## src/rtl/core/cwa_pkg.sv

```systemverilog
//------------------------------------------------------------------------------
// cwa_pkg
// Shared constants for the centered window average block.
//------------------------------------------------------------------------------
`default_nettype none

package cwa_pkg;

  localparam int unsigned SampleW           = 16;
  localparam int unsigned HalfWindowDefault = 5;

endpackage

`default_nettype wire

```

## src/rtl/core/cwa_in_if.sv

```systemverilog
//------------------------------------------------------------------------------
// cwa_in_if
// Sample channel: valid/ready handshake carrying one sample per beat.
//------------------------------------------------------------------------------
`default_nettype none

interface cwa_in_if;

  logic                         valid;
  logic                         ready;
  logic [cwa_pkg::SampleW-1:0]  sample;
  logic                         end_of_vector;

  modport source (output valid, output sample, output end_of_vector, input ready);
  modport sink   (input valid, input sample, input end_of_vector, output ready);

endinterface

`default_nettype wire

```

## src/rtl/core/cwa_out_if.sv

```systemverilog
//------------------------------------------------------------------------------
// cwa_out_if
// Result channel: valid/ready handshake carrying one average per beat.
//------------------------------------------------------------------------------
`default_nettype none

interface cwa_out_if;

  logic                         valid;
  logic                         ready;
  logic [cwa_pkg::SampleW-1:0]  average;
  logic                         final_result;

  modport source (output valid, output average, output final_result, input ready);
  modport sink   (input valid, input average, input final_result, output ready);

endinterface

`default_nettype wire

```

## src/rtl/core/cwa_cell.sv

```systemverilog
//------------------------------------------------------------------------------
// cwa_cell
// One window cell: holds a sample and takes its neighbour's on each shift.
//------------------------------------------------------------------------------
`default_nettype none

module cwa_cell #(
  parameter int unsigned DataW = cwa_pkg::SampleW
) (
  input  wire logic             clk_i,
  input  wire logic             shift_i,
  input  wire logic [DataW-1:0] data_i,
  output      logic [DataW-1:0] data_o
);

  logic [DataW-1:0] data_q;

  always_ff @(posedge clk_i) begin
    if (shift_i) begin
      data_q <= data_i;
    end
  end

  assign data_o = data_q;

endmodule

`default_nettype wire

```

## src/rtl/core/cwa_div.sv

```systemverilog
//------------------------------------------------------------------------------
// cwa_div
// Restoring divider, one quotient bit per cycle, pulses done when finished.
//------------------------------------------------------------------------------
`default_nettype none

module cwa_div #(
  parameter int unsigned NumW = 20,
  parameter int unsigned DenW = 4
) (
  input  wire logic            clk_i,
  input  wire logic            rst_ni,
  input  wire logic            start_i,
  input  wire logic [NumW-1:0] num_i,
  input  wire logic [DenW-1:0] den_i,
  output      logic            done_o,
  output      logic [NumW-1:0] quot_o
);

  localparam int unsigned CntW = $clog2(NumW + 1);

  logic            busy_q;
  logic            done_q;
  logic [CntW-1:0] cnt_q;
  logic [NumW-1:0] num_q;
  logic [DenW-1:0] den_q;
  logic [DenW-1:0] rem_q;
  logic [DenW:0]   rem_sh;
  logic [DenW:0]   rem_sub;
  logic            fits;

  assign rem_sh  = {rem_q, num_q[NumW-1]};
  assign rem_sub = rem_sh - {1'b0, den_q};
  assign fits    = rem_sh >= {1'b0, den_q};

  always_ff @(posedge clk_i or negedge rst_ni) begin
    if (!rst_ni) begin
      busy_q <= 1'b0;
      done_q <= 1'b0;
      cnt_q  <= '0;
    end else begin
      done_q <= 1'b0;
      if (start_i) begin
        busy_q <= 1'b1;
        cnt_q  <= CntW'(NumW);
      end else if (busy_q) begin
        cnt_q <= cnt_q - 1'b1;
        if (cnt_q == CntW'(1)) begin
          busy_q <= 1'b0;
          done_q <= 1'b1;
        end
      end
    end
  end

  always_ff @(posedge clk_i) begin
    if (start_i) begin
      num_q <= num_i;
      den_q <= den_i;
      rem_q <= '0;
    end else if (busy_q) begin
      num_q <= {num_q[NumW-2:0], fits};
      rem_q <= fits ? rem_sub[DenW-1:0] : rem_sh[DenW-1:0];
    end
  end

  assign done_o = done_q;
  assign quot_o = num_q;

endmodule

`default_nettype wire

```

## src/rtl/core/centered_window_average.sv

```systemverilog
// Flow per result: a ring pass over the window cells sums the neighbours,
//   then the bit-serial divider divides by their count, then the result is offered.
// Throughput: one sample at a time; the end-of-vector beat yields up to
//   HALF_WINDOW + 1 results, each taking the same ring pass and division.
// The ring rotation and the bit-serial divider set the pace; no neighbours skips the divider.
// Reset: asynchronous, active low; counters and control clear, window cells keep data.
//------------------------------------------------------------------------------
// centered_window_average
// Mean of up to HALF_WINDOW neighbours on each side of each sample, centre excluded.
//------------------------------------------------------------------------------
`default_nettype none

module centered_window_average #(
  parameter int unsigned HALF_WINDOW = cwa_pkg::HalfWindowDefault
) (
  input  wire logic  clk_i,
  input  wire logic  rst_ni,
  cwa_in_if.sink     in_i,
  cwa_out_if.source  out_o
);

  localparam int unsigned SampleW = cwa_pkg::SampleW;
  localparam int unsigned Depth   = 2 * HALF_WINDOW + 1;
  localparam int unsigned AgeW    = $clog2(Depth);
  localparam int unsigned CntW    = $clog2(HALF_WINDOW + 2);
  localparam int unsigned SumW    = SampleW + AgeW;

  localparam logic [CntW-1:0] SeenFull = CntW'(HALF_WINDOW + 1);
  localparam logic [CntW-1:0] EmitFull = CntW'(HALF_WINDOW);
  localparam logic [AgeW-1:0] LastAge  = AgeW'(Depth - 1);
  localparam logic [AgeW-1:0] HalfAge  = AgeW'(HALF_WINDOW);

  typedef enum logic [1:0] {
    StIdle,
    StSum,
    StDiv,
    StOut
  } state_e;

  state_e            state_q, state_d;
  logic [CntW-1:0]   seen_q, seen_d;
  logic [CntW-1:0]   emitted_q, emitted_d;
  logic [AgeW-1:0]   target_q, target_d;
  logic [AgeW-1:0]   right_q, right_d;
  logic [AgeW-1:0]   step_q, step_d;
  logic              flush_q, flush_d;
  logic [SumW-1:0]   acc_q, acc_d;
  logic [SampleW-1:0] avg_q, avg_d;

  logic [SampleW-1:0] cell_q [Depth];
  logic [SampleW-1:0] cell_d [Depth];
  logic               shift_en;
  logic               ring;

  logic               in_acc;
  logic               out_acc;
  logic [AgeW:0]      age_x, tgt_x, left_x, right_x;
  logic               take;
  logic [SumW-1:0]    acc_sum;
  logic [AgeW-1:0]    count;
  logic [CntW-1:0]    seen_inc;
  logic [CntW-1:0]    seen_m1;
  logic [CntW-1:0]    emitted_inc;
  logic               div_start;
  logic               div_done;
  logic [SumW-1:0]    div_quot;

  assign in_acc  = in_i.valid && in_i.ready;
  assign out_acc = out_o.valid && out_o.ready;
  assign ring    = (state_q == StSum);
  assign shift_en = in_acc || ring;

  for (genvar g = 0; g < Depth; g++) begin : g_cell
    if (g == 0) begin : g_head
      assign cell_d[g] = ring ? cell_q[Depth-1] : in_i.sample;
    end else begin : g_body
      assign cell_d[g] = cell_q[g-1];
    end
    cwa_cell #(
      .DataW (SampleW)
    ) u_cell (
      .clk_i   (clk_i),
      .shift_i (shift_en),
      .data_i  (cell_d[g]),
      .data_o  (cell_q[g])
    );
  end

  assign age_x   = {1'b0, step_q};
  assign tgt_x   = {1'b0, target_q};
  assign left_x  = (AgeW + 1)'(emitted_q);
  assign right_x = {1'b0, right_q};
  assign take    = ((age_x > tgt_x) && (age_x <= tgt_x + left_x)) ||
                   ((age_x < tgt_x) && (age_x + right_x >= tgt_x));
  assign acc_sum = acc_q + (take ? SumW'(cell_q[Depth-1]) : '0);
  assign count   = AgeW'(emitted_q) + right_q;

  assign seen_inc    = (seen_q == SeenFull) ? seen_q : seen_q + 1'b1;
  assign seen_m1     = seen_inc - 1'b1;
  assign emitted_inc = (emitted_q == EmitFull) ? emitted_q : emitted_q + 1'b1;

  assign div_start = ring && (step_q == '0) && (count != '0);

  cwa_div #(
    .NumW (SumW),
    .DenW (AgeW)
  ) u_div (
    .clk_i   (clk_i),
    .rst_ni  (rst_ni),
    .start_i (div_start),
    .num_i   (acc_sum),
    .den_i   (count),
    .done_o  (div_done),
    .quot_o  (div_quot)
  );

  always_comb begin
    state_d   = state_q;
    seen_d    = seen_q;
    emitted_d = emitted_q;
    target_d  = target_q;
    right_d   = right_q;
    step_d    = step_q;
    flush_d   = flush_q;
    acc_d     = acc_q;
    avg_d     = avg_q;
    case (state_q)
      StIdle: begin
        if (in_acc) begin
          seen_d = seen_inc;
          if (in_i.end_of_vector) begin
            flush_d  = 1'b1;
            target_d = AgeW'(seen_m1);
            right_d  = AgeW'(seen_m1);
            step_d   = LastAge;
            acc_d    = '0;
            state_d  = StSum;
          end else if (seen_inc == SeenFull) begin
            flush_d  = 1'b0;
            target_d = HalfAge;
            right_d  = HalfAge;
            step_d   = LastAge;
            acc_d    = '0;
            state_d  = StSum;
          end
        end
      end
      StSum: begin
        acc_d  = acc_sum;
        step_d = step_q - 1'b1;
        if (step_q == '0) begin
          if (count == '0) begin
            avg_d   = '0;
            state_d = StOut;
          end else begin
            state_d = StDiv;
          end
        end
      end
      StDiv: begin
        if (div_done) begin
          avg_d   = div_quot[SampleW-1:0];
          state_d = StOut;
        end
      end
      StOut: begin
        if (out_acc) begin
          emitted_d = emitted_inc;
          if (flush_q && (target_q != '0)) begin
            target_d = target_q - 1'b1;
            right_d  = target_q - 1'b1;
            step_d   = LastAge;
            acc_d    = '0;
            state_d  = StSum;
          end else if (flush_q) begin
            seen_d    = '0;
            emitted_d = '0;
            flush_d   = 1'b0;
            state_d   = StIdle;
          end else begin
            state_d = StIdle;
          end
        end
      end
      default: begin
        state_d = StIdle;
      end
    endcase
  end

  always_ff @(posedge clk_i or negedge rst_ni) begin
    if (!rst_ni) begin
      state_q   <= StIdle;
      seen_q    <= '0;
      emitted_q <= '0;
      target_q  <= '0;
      right_q   <= '0;
      step_q    <= '0;
      flush_q   <= 1'b0;
      acc_q     <= '0;
      avg_q     <= '0;
    end else begin
      state_q   <= state_d;
      seen_q    <= seen_d;
      emitted_q <= emitted_d;
      target_q  <= target_d;
      right_q   <= right_d;
      step_q    <= step_d;
      flush_q   <= flush_d;
      acc_q     <= acc_d;
      avg_q     <= avg_d;
    end
  end

  assign in_i.ready         = (state_q == StIdle);
  assign out_o.valid        = (state_q == StOut);
  assign out_o.average      = avg_q;
  assign out_o.final_result = flush_q && (target_q == '0);

endmodule

`default_nettype wire

```

## src/flat_wrapper.sv

```systemverilog
// flat-port wrapper written by rule: the top's interface ports become plain ports
module centered_window_average_flat 
#(
  parameter int unsigned HALF_WINDOW = cwa_pkg::HalfWindowDefault
)
  (clk_i, rst_ni, in_i_valid, in_i_sample, in_i_end_of_vector, in_i_ready, out_o_valid, out_o_average, out_o_final_result, out_o_ready);
  cwa_in_if in_i_i ();
  cwa_out_if out_o_i ();
  input  wire logic clk_i;
  input  wire logic rst_ni;
  input wire logic [$bits(in_i_i.valid)-1:0] in_i_valid;
  input wire logic [$bits(in_i_i.sample)-1:0] in_i_sample;
  input wire logic [$bits(in_i_i.end_of_vector)-1:0] in_i_end_of_vector;
  output wire logic [$bits(in_i_i.ready)-1:0] in_i_ready;
  output wire logic [$bits(out_o_i.valid)-1:0] out_o_valid;
  output wire logic [$bits(out_o_i.average)-1:0] out_o_average;
  output wire logic [$bits(out_o_i.final_result)-1:0] out_o_final_result;
  input wire logic [$bits(out_o_i.ready)-1:0] out_o_ready;
  assign in_i_i.valid = in_i_valid;
  assign in_i_i.sample = in_i_sample;
  assign in_i_i.end_of_vector = in_i_end_of_vector;
  assign in_i_ready = in_i_i.ready;
  assign out_o_valid = out_o_i.valid;
  assign out_o_average = out_o_i.average;
  assign out_o_final_result = out_o_i.final_result;
  assign out_o_i.ready = out_o_ready;
  centered_window_average #(.HALF_WINDOW(HALF_WINDOW)) u_core (.clk_i(clk_i), .rst_ni(rst_ni), .in_i(in_i_i), .out_o(out_o_i));
endmodule
```

## config.mk

```make
export PLATFORM = sky130hd
export DESIGN_NAME = centered_window_average_flat
export DESIGN_NICKNAME = d
export VERILOG_FILES = /design/src/rtl/core/cwa_pkg.sv /design/src/rtl/core/cwa_in_if.sv /design/src/rtl/core/cwa_out_if.sv /design/src/rtl/core/cwa_cell.sv /design/src/rtl/core/cwa_div.sv /design/src/rtl/core/centered_window_average.sv /design/src/flat_wrapper.sv
export SDC_FILE = /design/constraint.sdc
export NUM_CORES = 1
export LEC_CHECK = 0
export ABC_AREA = 1
export BUFFER_PORTS_ARGS = -buffer_cell sky130_fd_sc_hd__clkbuf_2
export CELL_PAD_IN_SITES_DETAIL_PLACEMENT = 2
export CELL_PAD_IN_SITES_GLOBAL_PLACEMENT = 2
export CORE_AREA = 3 3 170 172
export DETAILED_ROUTE_END_ITERATION = 8
export DIE_AREA = 0 0 173 175
export GPL_TIMING_DRIVEN = 0
export HOLD_SLACK_MARGIN = 0.05
export PLACE_DENSITY = 0.8
export SYNTH_ARGS = -nofsm -noshare
export SYNTH_HDL_FRONTEND = slang
export SYNTH_SLANG_ARGS = --single-unit
```

## constraint.sdc

```tcl
create_clock -name clk_i -period 19.6 [get_ports clk_i]
set_input_delay 3.92 -clock clk_i [delete_from_list [all_inputs] [get_ports clk_i]]
set_output_delay 3.92 -clock clk_i [all_outputs]
set_load 0.02 [all_outputs]
```

## Word-level counts from Yosys, hierarchy flattened

Index checks and enable logic that the tools add are counted.
W data, S select, Z words.

| cells by class | value |
|---|---|
| add/sub/neg operators | 11 |
| $lt $le $gt $ge | 5 |
| equal/unequal tests | 16 |
| muxes and demuxes | 59 |
| reduce and logical (&&, ||, !) cells | 27 |

Operators with widths:

| cell | number |
|---|---|
| $mux W20 | 7 |
| $mux W16 | 5 |
| $pmux W20 S3 | 1 |
| $mux W4 | 11 |
| $pmux W16 S2 | 1 |
| $reduce_and A5 Y1 | 5 |
| $mux W3 | 8 |
| $add A20 B20 Y20 | 1 |
| $ne A2 B2 Y1 const B | 8 |
| $mux W1 | 13 |
| $logic_not A4 Y1 | 3 |
| $mux W2 | 6 |
| $pmux W4 S3 | 1 |
| $ge A5 B4 Y1 | 2 |
| $mux W5 | 2 |
| $eq A3 B3 Y1 const B | 3 |
| $logic_and A1 B1 Y1 | 8 |
| $pmux W2 S4 | 1 |
| $pmux W4 S2 | 1 |
| $reduce_bool A4 Y1 | 2 |
| $sub A4 B1 Y4 const B | 2 |
| $add A3 B1 Y3 const B | 2 |
| $pmux W3 S2 | 1 |
| $reduce_bool A2 Y1 | 3 |
| 19 further kinds | 21 |

| word-level totals | value |
|---|---|
| bits in registers | 264 |
| bits of input ports | 21 |
| output and inout bits | 19 |
| logic and storage cells | 143 |

## Longest topological paths before layout

Gate-level depths: netlist (run 1).

| logic depth | value |
|---|---|
| depth after elaboration | 7 |
| mapped depth | 28 |
| gate-level depth less buffers | 27 |

## Hierarchy

A second synthesis (run 1) with hierarchy kept.

| unflattened totals | value |
|---|---|
| cell total of the unflattened synthesis | 1016 |
| area total of the unflattened synthesis | 11501.0 um2 |

By module, submodules not included:

| module | times used | cells an instance | area each (um2) | sequential area each (um2) |
|---|---|---|---|---|
| cwa_cell | 11 | 16 | 480.5 | 480.5 |
| centered_window_average | 1 | 664 | 4569.4 | 1326.3 |
| cwa_div | 1 | 176 | 1646.6 | 975.9 |

## Worst setup path after synthesis (run 1)

OpenSTA, ideal clock, no wires.

| timing | value |
|---|---|
| path kind | input to register |
| start | in in_i_valid |
| end | reg u_core.g_cell[0].u_cell.data_q[0] (enable) |
| setup time | 955 ps |
| arrival time | 16226 ps |
| required time | 18645 ps |
| setup slack | 2419 ps |
| stages | 2 |
| path buffers | 0 |
| cell sequence | inv_1 o21ai_0 |

| between the ends | value |
|---|---|
| cells in the longest elaborated chain, start to end | 2 |

Ends and longest elaborated chain:

| element | RTL line | text |
|---|---|---|
| from (decl) | flat_wrapper.sv:11 | `input wire logic [$bits(in_i_i.valid)-1:0] in_i_valid;` |
| $logic_and A1 B1 Y1 | centered_window_average.sv:68 | `assign in_acc = in_i.valid && in_i.ready;` |
| $logic_or A1 B1 Y1 | centered_window_average.sv:71 | `assign shift_en = in_acc \|\| ring;` |
| net u_core.g_cell[0].u_cell.shift_i | cwa_cell.sv:11 | `input wire logic shift_i,` |
| to (signal assigned) | cwa_cell.sv:20 | `data_q <= data_i;` |
| to (decl) | cwa_cell.sv:16 | `logic [DataW-1:0] data_q;` |

The timed path passes the listed nets, and every way through them passes these cells.
A chain may end at the register's enable or synchronous reset.

## Final worst setup path (run 1)

| timing | value |
|---|---|
| start | reg u_core.target_q[1] |
| end | out out_o_final_result |

| between the ends | value |
|---|---|
| cells in the longest elaborated chain, start to end | 2 |

Ends and longest elaborated chain:

| element | RTL line | text |
|---|---|---|
| from (decl) | centered_window_average.sv:43 | `logic [AgeW-1:0] target_q, target_d;` |
| from (signal assigned) | centered_window_average.sv:206 | `target_q <= target_d;` |
| $logic_not A4 Y1 | centered_window_average.sv:218 | `assign out_o.final_result = flush_q && (target_q == '0);` |
| $logic_and A1 B1 Y1 | centered_window_average.sv:218 |  |
| to (decl) | flat_wrapper.sv:17 | `output wire logic [$bits(out_o_i.final_result)-1:0] out_o_final_result;` |

No other way between the ends.

==> impl_metrics.toml, run 1 <==
[yosys]
yosys_most_used_dff = "edfxtp_1"
mappedNetlistNets = 1079
synth_common_cells = "nand2_1 (274), edfxtp_1 (200), inv_1 (105)"
yosysWarnings = 0
syn_area_mm2 = 0.0115
synthTopCellsByArea = "edfxtp_1 (52%), dfrtp_1 (13%), nand2_1 (8.9%), ha_1 (5.5%), inv_1 (3.4%)"
ys_ff_latch = 264
syn_area_per_cell_um2 = 11.5
async_reset_ff_share_pct = 22.7
synthDistinctLibCells = 44
yosysTopAreaCellShare_pct = 52.1
syn_inst = 1003
synth.yosys.seq_area_share_pct = 65.8
post-synth-top-count-cell = "nand2_1"
synth_area_leader_cell = "edfxtp_1"
edff_count_synth = 200

[global_route]
grt_pass1_vias = 8579
grt_overflow = 0
grt.busiest_layer = "met2"
use_met2_pct = 37.6
grt.total_usage_pct = 21.4
grt_first_pass_wirelength_mm = 50.4
grt_start_max_net_pins = 54
grt_use_met1_pct = 27.8
number_of_antenna_violations_at_the_first_check_in_global_routing = 0
grtUsageMet3_pct = 3.04

[clocking]
cts_num_sinks = 264
cts-buffers-inserted = 29
cts_hold_repair.buffers = 0
clkLatencyLatePin_ns = 0.57
cts_setup_buffers = 0
clock_root_buffer = "clkbuf_16"
cts-root-to-sink-buffers = 3
h-tree-depth = 1
clkTransAtPathRegs_ns = 0.07
cts-resized-gates = 0
tritoncts = "yes"

[worst_setup_path]
timing.rr.end = "u_core.u_div.quot_o[16]$_DFFE_PP_"
peak_fanout_along_the_critical_path = 5
worstSetupPathType = "reg2out"
cp_data_arrival_time_ns = 2.00
timing.critical_path.required_ns = 15.68
timing.rr.start = "u_core.target_q[0]$_DFFE_PN0P_"
reg2reg_depth = 23
critical_path_launch_point = "u_core.target_q[1]$_DFFE_PN0P_"
critical_path.endpoint_type = "primary output"
r2r_slack_ns = 15.19
setup.worst_path.start_class = "flip-flop"

[drt]
avgViaCountPerCell = 5.08
detailroute.via_count = 7525
detailedRoute.firstIterationViolations = 454
antenna_violating_nets_post_route = 0
drc = 0
drt_first_pass_iters = 5
wl_per_cell_um = 21.2
drt_wl_total_mm = 31.4

[sta]
max_slew.worst_pin.slew_ns = 0.874
fin_skew_ns = 0.0223
layout_min_cycle_time_ns = 5.92
finalWorstSetupSlack_ns = 13.68
final_max_slew_viol_count = 0
final-hold-violation-count = 0
max-slew-margin-rel_pct = 41.6
rsz0062_at_grt = "no"
final_min_period_over_clock_period_pct = 30.2
max_clock_freq_mhz = 169
finalSetupViolations = 0

[floorplanning]
ioPinCount = 40
effective_utilization_at_floorplan_pct = 41.7
die_w_um = 173
dieArea_mm2 = 0.0303
core.rowCount = 61
die_h_um = 175
placeableCoreArea_mm2 = 0.0276

[placed_design]
dp_hpwl_mm = 21.4
detailedPlace.worstSlack_ns = 13.55
final_replace_weighted_congestion = 0.806
io_buffer_count = 39

[flow_run]
max_cap_viol_count = 0

[hold_path]
worst_hold_startpoint = "u_core.g_cell[5].u_cell.data_o[12]$_DFFE_PP_"
hold_path_end = "u_core.g_cell[6].u_cell.data_o[12]$_DFFE_PP_"
min-delay-path-class = "reg2reg"
worstHoldPathCells = 0

[status]
result_of_the_run = "finished clean"

[final_layout]
insertedDiodeCount = 0
finish.net_count = 1156
layout-drive-gt1-share_pct = 13.9
fillerInstances = 2823
signed_area_change_from_the_synthesized_netlist_to_the_final_layout_pct = 17.0
## critical path, cell delays in order (launching register included)
cell and delay (ns):
dfrtp_1 0.47, inv_1 0.23, ha_1 0.31, nand3_2 0.13
nor2_1 0.11, clkbuf_2 0.18
## worst max path at each step
stage                                                    to  slack (ns)  cells after the start
2_1_floorplan   u_core.g_cell[0].u_cell.data_o[0]$_DFFE_PP_        2.42                      2
3_3_place_gp   u_core.g_cell[2].u_cell.data_o[13]$_DFFE_PP_       -1.72                      3
3_5_place_dp   u_core.g_cell[3].u_cell.data_o[13]$_DFFE_PP_       13.55                      7
4_1_cts                                  out_o_final_result       13.66                      5
5_1_grt                                  out_o_final_result       13.55                      5
6_report                                 out_o_final_result       13.68                      5
## layout make-up
class,count,area (µm²),area share (%)
Clock inverter,25,393,2.91
Tap cell,378,473,3.51
Multi-Input combinational cell,609,3400,25.2
Sequential cell,264,7590,56.2
Timing Repair Buffer,46,360,2.67
Inverter,110,413,3.06
Clock buffer,29,726,5.38
Buffer,20,136,1.01
## placed cells by master (no fill, tap or decap), drive strengths merged, types with 2 or more instances in the layout
master	n
and2	4
a21oi	42
clkinvlp	6
clkinv	8
nor3	7
o21ai	61
a311oi	2
clkbuf	73
nand3	57
inv	112
buf	22
xnor2	9
nor2	48
edfxtp	200
ha	51
xor2	12
o31ai	3
bufinv	9
nand4	11
nand3b	5
dfrtp	60
o21bai	2
o22ai	2
dfxtp	4
nand2	281
fa	4
## registers in the layout (all words and copies together), names as in the netlist
| name | count |
|---|---|
| u_core.acc_q | 20 |
| u_core.emitted_q | 3 |
| u_core.flush_q | 1 |
| u_core.g_cell.u_cell.data_o | 176 |
| u_core.out_o.average | 16 |
| u_core.seen_q | 3 |
| u_core.state_q | 2 |
| u_core.step_q | 4 |
| u_core.target_q | 4 |
| u_core.u_div.busy_q | 1 |
| u_core.u_div.cnt_q | 5 |
| u_core.u_div.den_q | 4 |
| u_core.u_div.done_o | 1 |
| u_core.u_div.quot_o | 20 |
| u_core.u_div.rem_q | 4 |
## stage by stage
step / hold WS, ns / instance area [µm²] / utilization [%] / instances / setup TNS (ns)
2_1_floorplan: 0.400 / 11500 / - / 1003 / 0
3_3_place_gp: 0.401 / 12200 / 44.1 / 1420 / -300.96
3_5_place_dp: 0.405 / 12400 / 44.8 / 1427 / 0
4_1_cts: 0.417 / 13500 / 48.8 / 1481 / 0
5_1_grt: 0.417 / 13500 / 48.8 / 1481 / 0
6_report: 0.413 / 13500 / 48.8 / 1481 / 0
## kinds of logic (layout without fill, tap and decap cells)
group                    after synthesis  in the layout  synth area share [%]
AND/OR/NAND/NOR                      415            415                  15.6
flip-flops                           264            264                  65.8
buffers and inverters                130            230                  4.77
AO/OA/AOI/OAI                        118            118                  6.01
adder cells (fa/ha/maj)               55             55                  6.23
XOR/XNOR                              21             21                  1.60
## per-layer routing
metal | share of wire [%] | wire [µm]
met5 | 0 | 0
met3 | 2.9 | 917
met4 | 2.9 | 909
met2 | 50 | 15900
met1 | 44 | 13700
Power of run 1 is left out: the tool's default activity adds up to more than one toggle a clock period on the data nets, which glitch-free logic cannot reach.
==> run 2: changes to the inputs <==
CORE_AREA = 3 3 179 181   (was 3 3 170 172)
DIE_AREA = 0 0 182 184   (was 0 0 173 175)
PLACE_DENSITY = 0.76   (was 0.8)
clock period = 4.81 ns   (was 19.6 ns; I/O delays follow)
==> run 2 against run 1 <==
Non-clock buffer count decreased by 1; first-iteration DRC count down 38%; clock skew is 0.014 ns lower; flip-flop and latch count stayed put; count of clock-buffer cells in the layout is 8 higher; cell count rose by 1.1%; core utilization down 5.2 points; largest cell class unchanged.
==> impl_metrics.toml, run 2 (synthesis gave the netlist of run 1 again) <==
[floorplanning]
placeableCoreArea_mm2 = 0.0306
ioPinCount = 40
die_w_um = 182
die_h_um = 184
dieArea_mm2 = 0.0335
effective_utilization_at_floorplan_pct = 37.7
core.rowCount = 64

[drt]
detailedRoute.firstIterationViolations = 281
wl_per_cell_um = 19.4
detailroute.via_count = 7355
avgViaCountPerCell = 4.91
antenna_violating_nets_post_route = 0
drt_wl_total_mm = 29.0
drc = 0
drt_first_pass_iters = 4

[placed_design]
final_replace_weighted_congestion = 0.791
post_dp_cell_area_mm2 = 0.0124
io_buffer_count = 39
dp_hpwl_mm = 21.3

[clocking]
cts-resized-gates = 0
h-tree-depth = 1
clkLatencyLatePin_ns = 0.54
cts_hold_repair.buffers = 0
cts_setup_buffers = 0
cts_num_sinks = 264
tritoncts = "yes"
clkTransAtPathRegs_ns = 0.06
cts-buffers-inserted = 29
clock_root_buffer = "clkbuf_16"
cts-root-to-sink-buffers = 3

[final_layout]
flip_flop_count_of_the_largest_register_all_copies_and_words_added = 176
insertedDiodeCount = 0
layout-drive-gt1-share_pct = 13.5
layout.core_utilization_pct = 43.6
finish.net_count = 1155
signed_area_change_from_the_synthesized_netlist_to_the_final_layout_pct = 15.7
fillerInstances = 3184
mostFrequentLayoutCell = "nand2_1"
total_non_filler_cell_area_in_the_finished_layout_mm2 = 0.0133
mostFrequentLayoutCells = "nand2_1 (274), edfxtp_1 (200), inv_1 (105)"

[sta]
final_min_period_over_clock_period_pct = 90.1
fin_skew_ns = 0.00873
max-slew-margin-rel_pct = 32.2
layout_min_cycle_time_ns = 4.33
max_clock_freq_mhz = 231
hold_ws_ns = 0.334
final_max_slew_viol_count = 0
max_slew.worst_pin.slew_ns = 1.01
rsz0062_at_grt = "no"
fin_tns_setup_ns = 0
finalSetupViolations = 0
final-hold-violation-count = 0

[global_route]
grt.busiest_layer = "met2"
grt_first_pass_wirelength_mm = 46.7
grtUsageMet3_pct = 2.04
grt_overflow = 0
number_of_antenna_violations_at_the_first_check_in_global_routing = 0
grt_start_max_net_pins = 48
grt_pass1_vias = 8319
grt.total_usage_pct = 17.7
use_met2_pct = 31.7
grt_use_met1_pct = 23.7

[worst_setup_path]
setup.worst_path.start_class = "flip-flop"
cp_data_arrival_time_ns = 4.74
critical-path-max-stage-delay_ns = 0.61
critPathMostFrequentCell = "nand2_1"
path_cells = "ha_1 -> fa_1 -> inv_1 -> ha_1 -> inv_1 -> o21bai_1 -> nand2_1 -> nand2_1 -> nand2_1 -> nand2_1 -> nand2_1 -> nand2_2 -> a21oi_1 -> ha_1 -> fa_1 -> nand3_1 -> nand3_1 -> nand2_1 -> nand2_1 -> xor2_1 -> nand2_1 -> nand2_1"
worstSetupPathType = "reg2reg"
peak_fanout_along_the_critical_path = 7
critPathTopFamily = "adder cells"
critical_path.endpoint_type = "flip-flop"
timing.critical_path.required_ns = 5.22
max_stage_delay_cell_worst_path = "fa_1"
critPathBufInv = 2

[hold_path]
min-delay-path-class = "in2async"

[flow_run]
max_cap_viol_count = 0

[status]
result_of_the_run = "finished clean"
[run 2: cell types whose count changed in the layout (fill, tap and decap cells not counted), moves of 2 or more]
cell        previous run  this run
buf_16                 3         1
bufinv_16              9         3
clkbuf_1               5         9
clkbuf_8               0         3
clkinv_1               2         0
clkinv_2               3         9
clkinv_4               3         1
clkinvlp_4             6         2
[run 2: worst paths after layout]
| path | startpoint | to | slack (ns) | depth (start not counted) |
|---|---|---|---|---|
| worst max-delay path | u_core.target_q[0]$_DFFE_PN0P_ | u_core.u_div.quot_o[8]$_DFFE_PP_ | 0.48 | 22 |
| worst min-delay path | rst_ni | u_core.flush_q$_DFFE_PN0P_ | 0.33 | 1 |
| worst max register to register | u_core.target_q[0]$_DFFE_PN0P_ | u_core.u_div.quot_o[8]$_DFFE_PP_ | 0.48 | 22 |
| worst min register to register | u_core.g_cell[4].u_cell.data_o[7]$_DFFE_PP_ | u_core.g_cell[5].u_cell.data_o[7]$_DFFE_PP_ | 0.42 | 0 |
| max in group asynchronous | rst_ni | u_core.acc_q[5]$_DFFE_PN0P_ | 3.92 | 2 |
| min in group clk_i | u_core.g_cell[4].u_cell.data_o[7]$_DFFE_PP_ | u_core.g_cell[5].u_cell.data_o[7]$_DFFE_PP_ | 0.42 | 0 |
[run 2: layout make-up]
type	instances	area, µm²	share of cell area [%]
Timing Repair Buffer	45	325	2.44
Clock buffer	37	807	6.05
Clock inverter	16	168	1.26
Inverter	110	413	3.10
Buffer	20	136	1.02
Sequential cell	264	7590	56.9
Multi-Input combinational cell	609	3400	25.5
Tap cell	396	495	3.72
[run 2: stage by stage]
| stage | instances | setup slack [ns] |
|---|---|---|
| global placement | 1438 | -0.572 |
| CTS | 1497 | 0.425 |
| global route | 1497 | 0.107 |
| floorplan | 1003 | 0.509 |
| detailed placement | 1444 | 0.516 |
| finish | 1497 | 0.478 |
[run 2: per-layer routing]
layer / wire length [µm] / vias to the layer above
met1: 13200 / 3719
li1: - / 3539
met2: 14700 / 73
met4: 358 / 0
met5: 0 / -
met3: 753 / 24
[run 2: worst register-to-register path, cell delays in order (launching register included)]
cell      delay, ns
dfrtp_1        0.47
ha_1           0.28
fa_1           0.61
inv_1          0.08
ha_1           0.29
inv_1          0.04
o21bai_1       0.12
nand2_1        0.07
nand2_1        0.05
nand2_1        0.05
nand2_1        0.05
nand2_1        0.09
nand2_2        0.15
a21oi_1        0.10
ha_1           0.25
fa_1           0.48
nand3_1        0.11
nand3_1        0.18
nand2_1        0.12
nand2_1        0.10
xor2_1         0.32
nand2_1        0.12
nand2_1        0.08
Power of run 2 is left out for the same reason.
==> run 3: changes to the inputs <==
MAX_ROUTING_LAYER = met4   (was not set)
==> run 3 against run 2 <==
Die area unchanged; final area unchanged; global-route usage increased by 0.54 points; fmax increased by 0.73%; core utilization unchanged; critical endpoint unchanged; cell count unchanged; flip-flop and latch count unchanged; via count increased by 0.16%; worst hold slack got worse by 0.0037 ns; largest cell class unchanged; critical path depth unchanged; non-clock buffer count unchanged.
==> impl_metrics.toml, run 3 (synthesis gave the netlist of run 1 again) <==
[global_route]
grt_start_max_net_pins = 48
grt_pass1_vias = 8322
number_of_antenna_violations_at_the_first_check_in_global_routing = 0
grt.total_usage_pct = 18.3
grt_overflow = 0
grt_first_pass_wirelength_mm = 46.7

[sta]
fin_tns_setup_ns = 0
max-slew-margin-rel_pct = 33.0
final-hold-violation-count = 0
final_min_period_over_clock_period_pct = 89.4
max_slew.worst_pin.slew_ns = 1.00
hold_ws_ns = 0.331
max_clock_freq_mhz = 233
final_max_slew_viol_count = 0
layout_min_cycle_time_ns = 4.30
fin_skew_ns = 0.00897
finalSetupViolations = 0
rsz0062_at_grt = "no"

[worst_setup_path]
max_stage_delay_cell_worst_path = "fa_1"
worstSetupPathType = "reg2reg"
setup.worst_path.start_class = "flip-flop"
critPathMostFrequentCell = "nand2_1"
path_cells = "ha_1 -> fa_1 -> inv_1 -> ha_1 -> inv_1 -> o21bai_1 -> nand2_1 -> nand2_1 -> nand2_1 -> nand2_1 -> nand2_1 -> nand2_2 -> a21oi_1 -> ha_1 -> fa_1 -> nand3_1 -> nand3_1 -> nand2_1 -> nand2_1 -> xor2_1 -> nand2_1 -> nand2_1"
cp_data_arrival_time_ns = 4.71
peak_fanout_along_the_critical_path = 7
critical_path.endpoint_type = "flip-flop"
timing.critical_path.required_ns = 5.22
critical-path-max-stage-delay_ns = 0.61

[drt]
detailroute.via_count = 7367
wl_per_cell_um = 19.5
avgViaCountPerCell = 4.92
drt_first_pass_iters = 4
drt_wl_total_mm = 29.1
detailedRoute.firstIterationViolations = 301
drc = 0
antenna_violating_nets_post_route = 0

[clocking]
clkLatencyLatePin_ns = 0.54
h-tree-depth = 1
cts-root-to-sink-buffers = 3
cts-buffers-inserted = 29
cts_num_sinks = 264
cts_setup_buffers = 0
clkTransAtPathRegs_ns = 0.06
tritoncts = "yes"
cts_hold_repair.buffers = 0
clock_root_buffer = "clkbuf_16"
cts-resized-gates = 0

[final_layout]
multi_input_area_mm2 = 0.00340
signed_area_change_from_the_synthesized_netlist_to_the_final_layout_pct = 15.7
fillerInstances = 3184
layout-drive-gt1-share_pct = 13.5
flip_flop_count_of_the_largest_register_all_copies_and_words_added = 176
layout.core_utilization_pct = 43.6
finish.net_count = 1155
mostFrequentLayoutCells = "nand2_1 (274), edfxtp_1 (200), inv_1 (105)"
mostFrequentLayoutCell = "nand2_1"
footprint_of_the_flip_flops_and_latches_mm2 = 0.00759
insertedDiodeCount = 0

[floorplanning]
dieArea_mm2 = 0.0335
effective_utilization_at_floorplan_pct = 37.7
die_h_um = 184
die_w_um = 182
core.rowCount = 64
ioPinCount = 40
placeableCoreArea_mm2 = 0.0306

[hold_path]
min-delay-path-class = "in2async"

[placed_design]
final_replace_weighted_congestion = 0.802
dp_hpwl_mm = 21.3
io_buffer_count = 39

[flow_run]
max_cap_viol_count = 0

[status]
result_of_the_run = "finished clean"
[run 3: layout make-up]
type	instances	area share [%]
Clock inverter	16	1.26
Tap cell	396	3.72
Sequential cell	264	56.9
Inverter	110	3.10
Clock buffer	37	6.05
Timing Repair Buffer	45	2.44
Buffer	20	1.02
Multi-Input combinational cell	609	25.5
[run 3: per-layer routing]
metal | track usage (%) | up-vias | wire length [µm]
met5 | - | - | 0
met4 | 3.08 | 0 | 363
met3 | 2.02 | 26 | 806
met2 | 31.7 | 81 | 14700
met1 | 23.6 | 3722 | 13300
li1 | - | 3538 | -
[run 3: through the flow]
stage | setup slack [ns] | cells | instance area [µm²]
after floorplan | 0.509 | 1003 | 11500
after global placement | -0.572 | 1438 | 12200
after detailed placement | 0.516 | 1444 | 12400
after CTS | 0.425 | 1497 | 13300
after global routing | 0.107 | 1497 | 13300
final | 0.509 | 1497 | 13300
[run 3: final timing paths]
| kind | startpoint | to | slack (ns) | cells after the start |
|---|---|---|---|---|
| min reg2reg | u_core.g_cell[7].u_cell.data_o[11]$_DFFE_PP_ | u_core.g_cell[8].u_cell.data_o[11]$_DFFE_PP_ | 0.42 | 0 |
| max in group asynchronous | rst_ni | u_core.acc_q[5]$_DFFE_PN0P_ | 3.92 | 2 |
| max | u_core.target_q[0]$_DFFE_PN0P_ | u_core.u_div.quot_o[8]$_DFFE_PP_ | 0.51 | 22 |
| min in group clk_i | u_core.g_cell[7].u_cell.data_o[11]$_DFFE_PP_ | u_core.g_cell[8].u_cell.data_o[11]$_DFFE_PP_ | 0.42 | 0 |
| min | rst_ni | u_core.flush_q$_DFFE_PN0P_ | 0.33 | 1 |
| max reg2reg | u_core.target_q[0]$_DFFE_PN0P_ | u_core.u_div.quot_o[8]$_DFFE_PP_ | 0.51 | 22 |
[run 3: worst max-delay path, delay by kind of cell (launching register included)]
kind | cells | cell delay, ns
buffers and inverters | 2 | 0.12
adder cells (fa/ha/maj) | 5 | 1.90
AND/OR/NAND/NOR | 12 | 1.14
flip-flops | 1 | 0.47
AO/OA/AOI/OAI | 2 | 0.22
XOR/XNOR | 1 | 0.32
Power of run 3 is left out for the same reason.
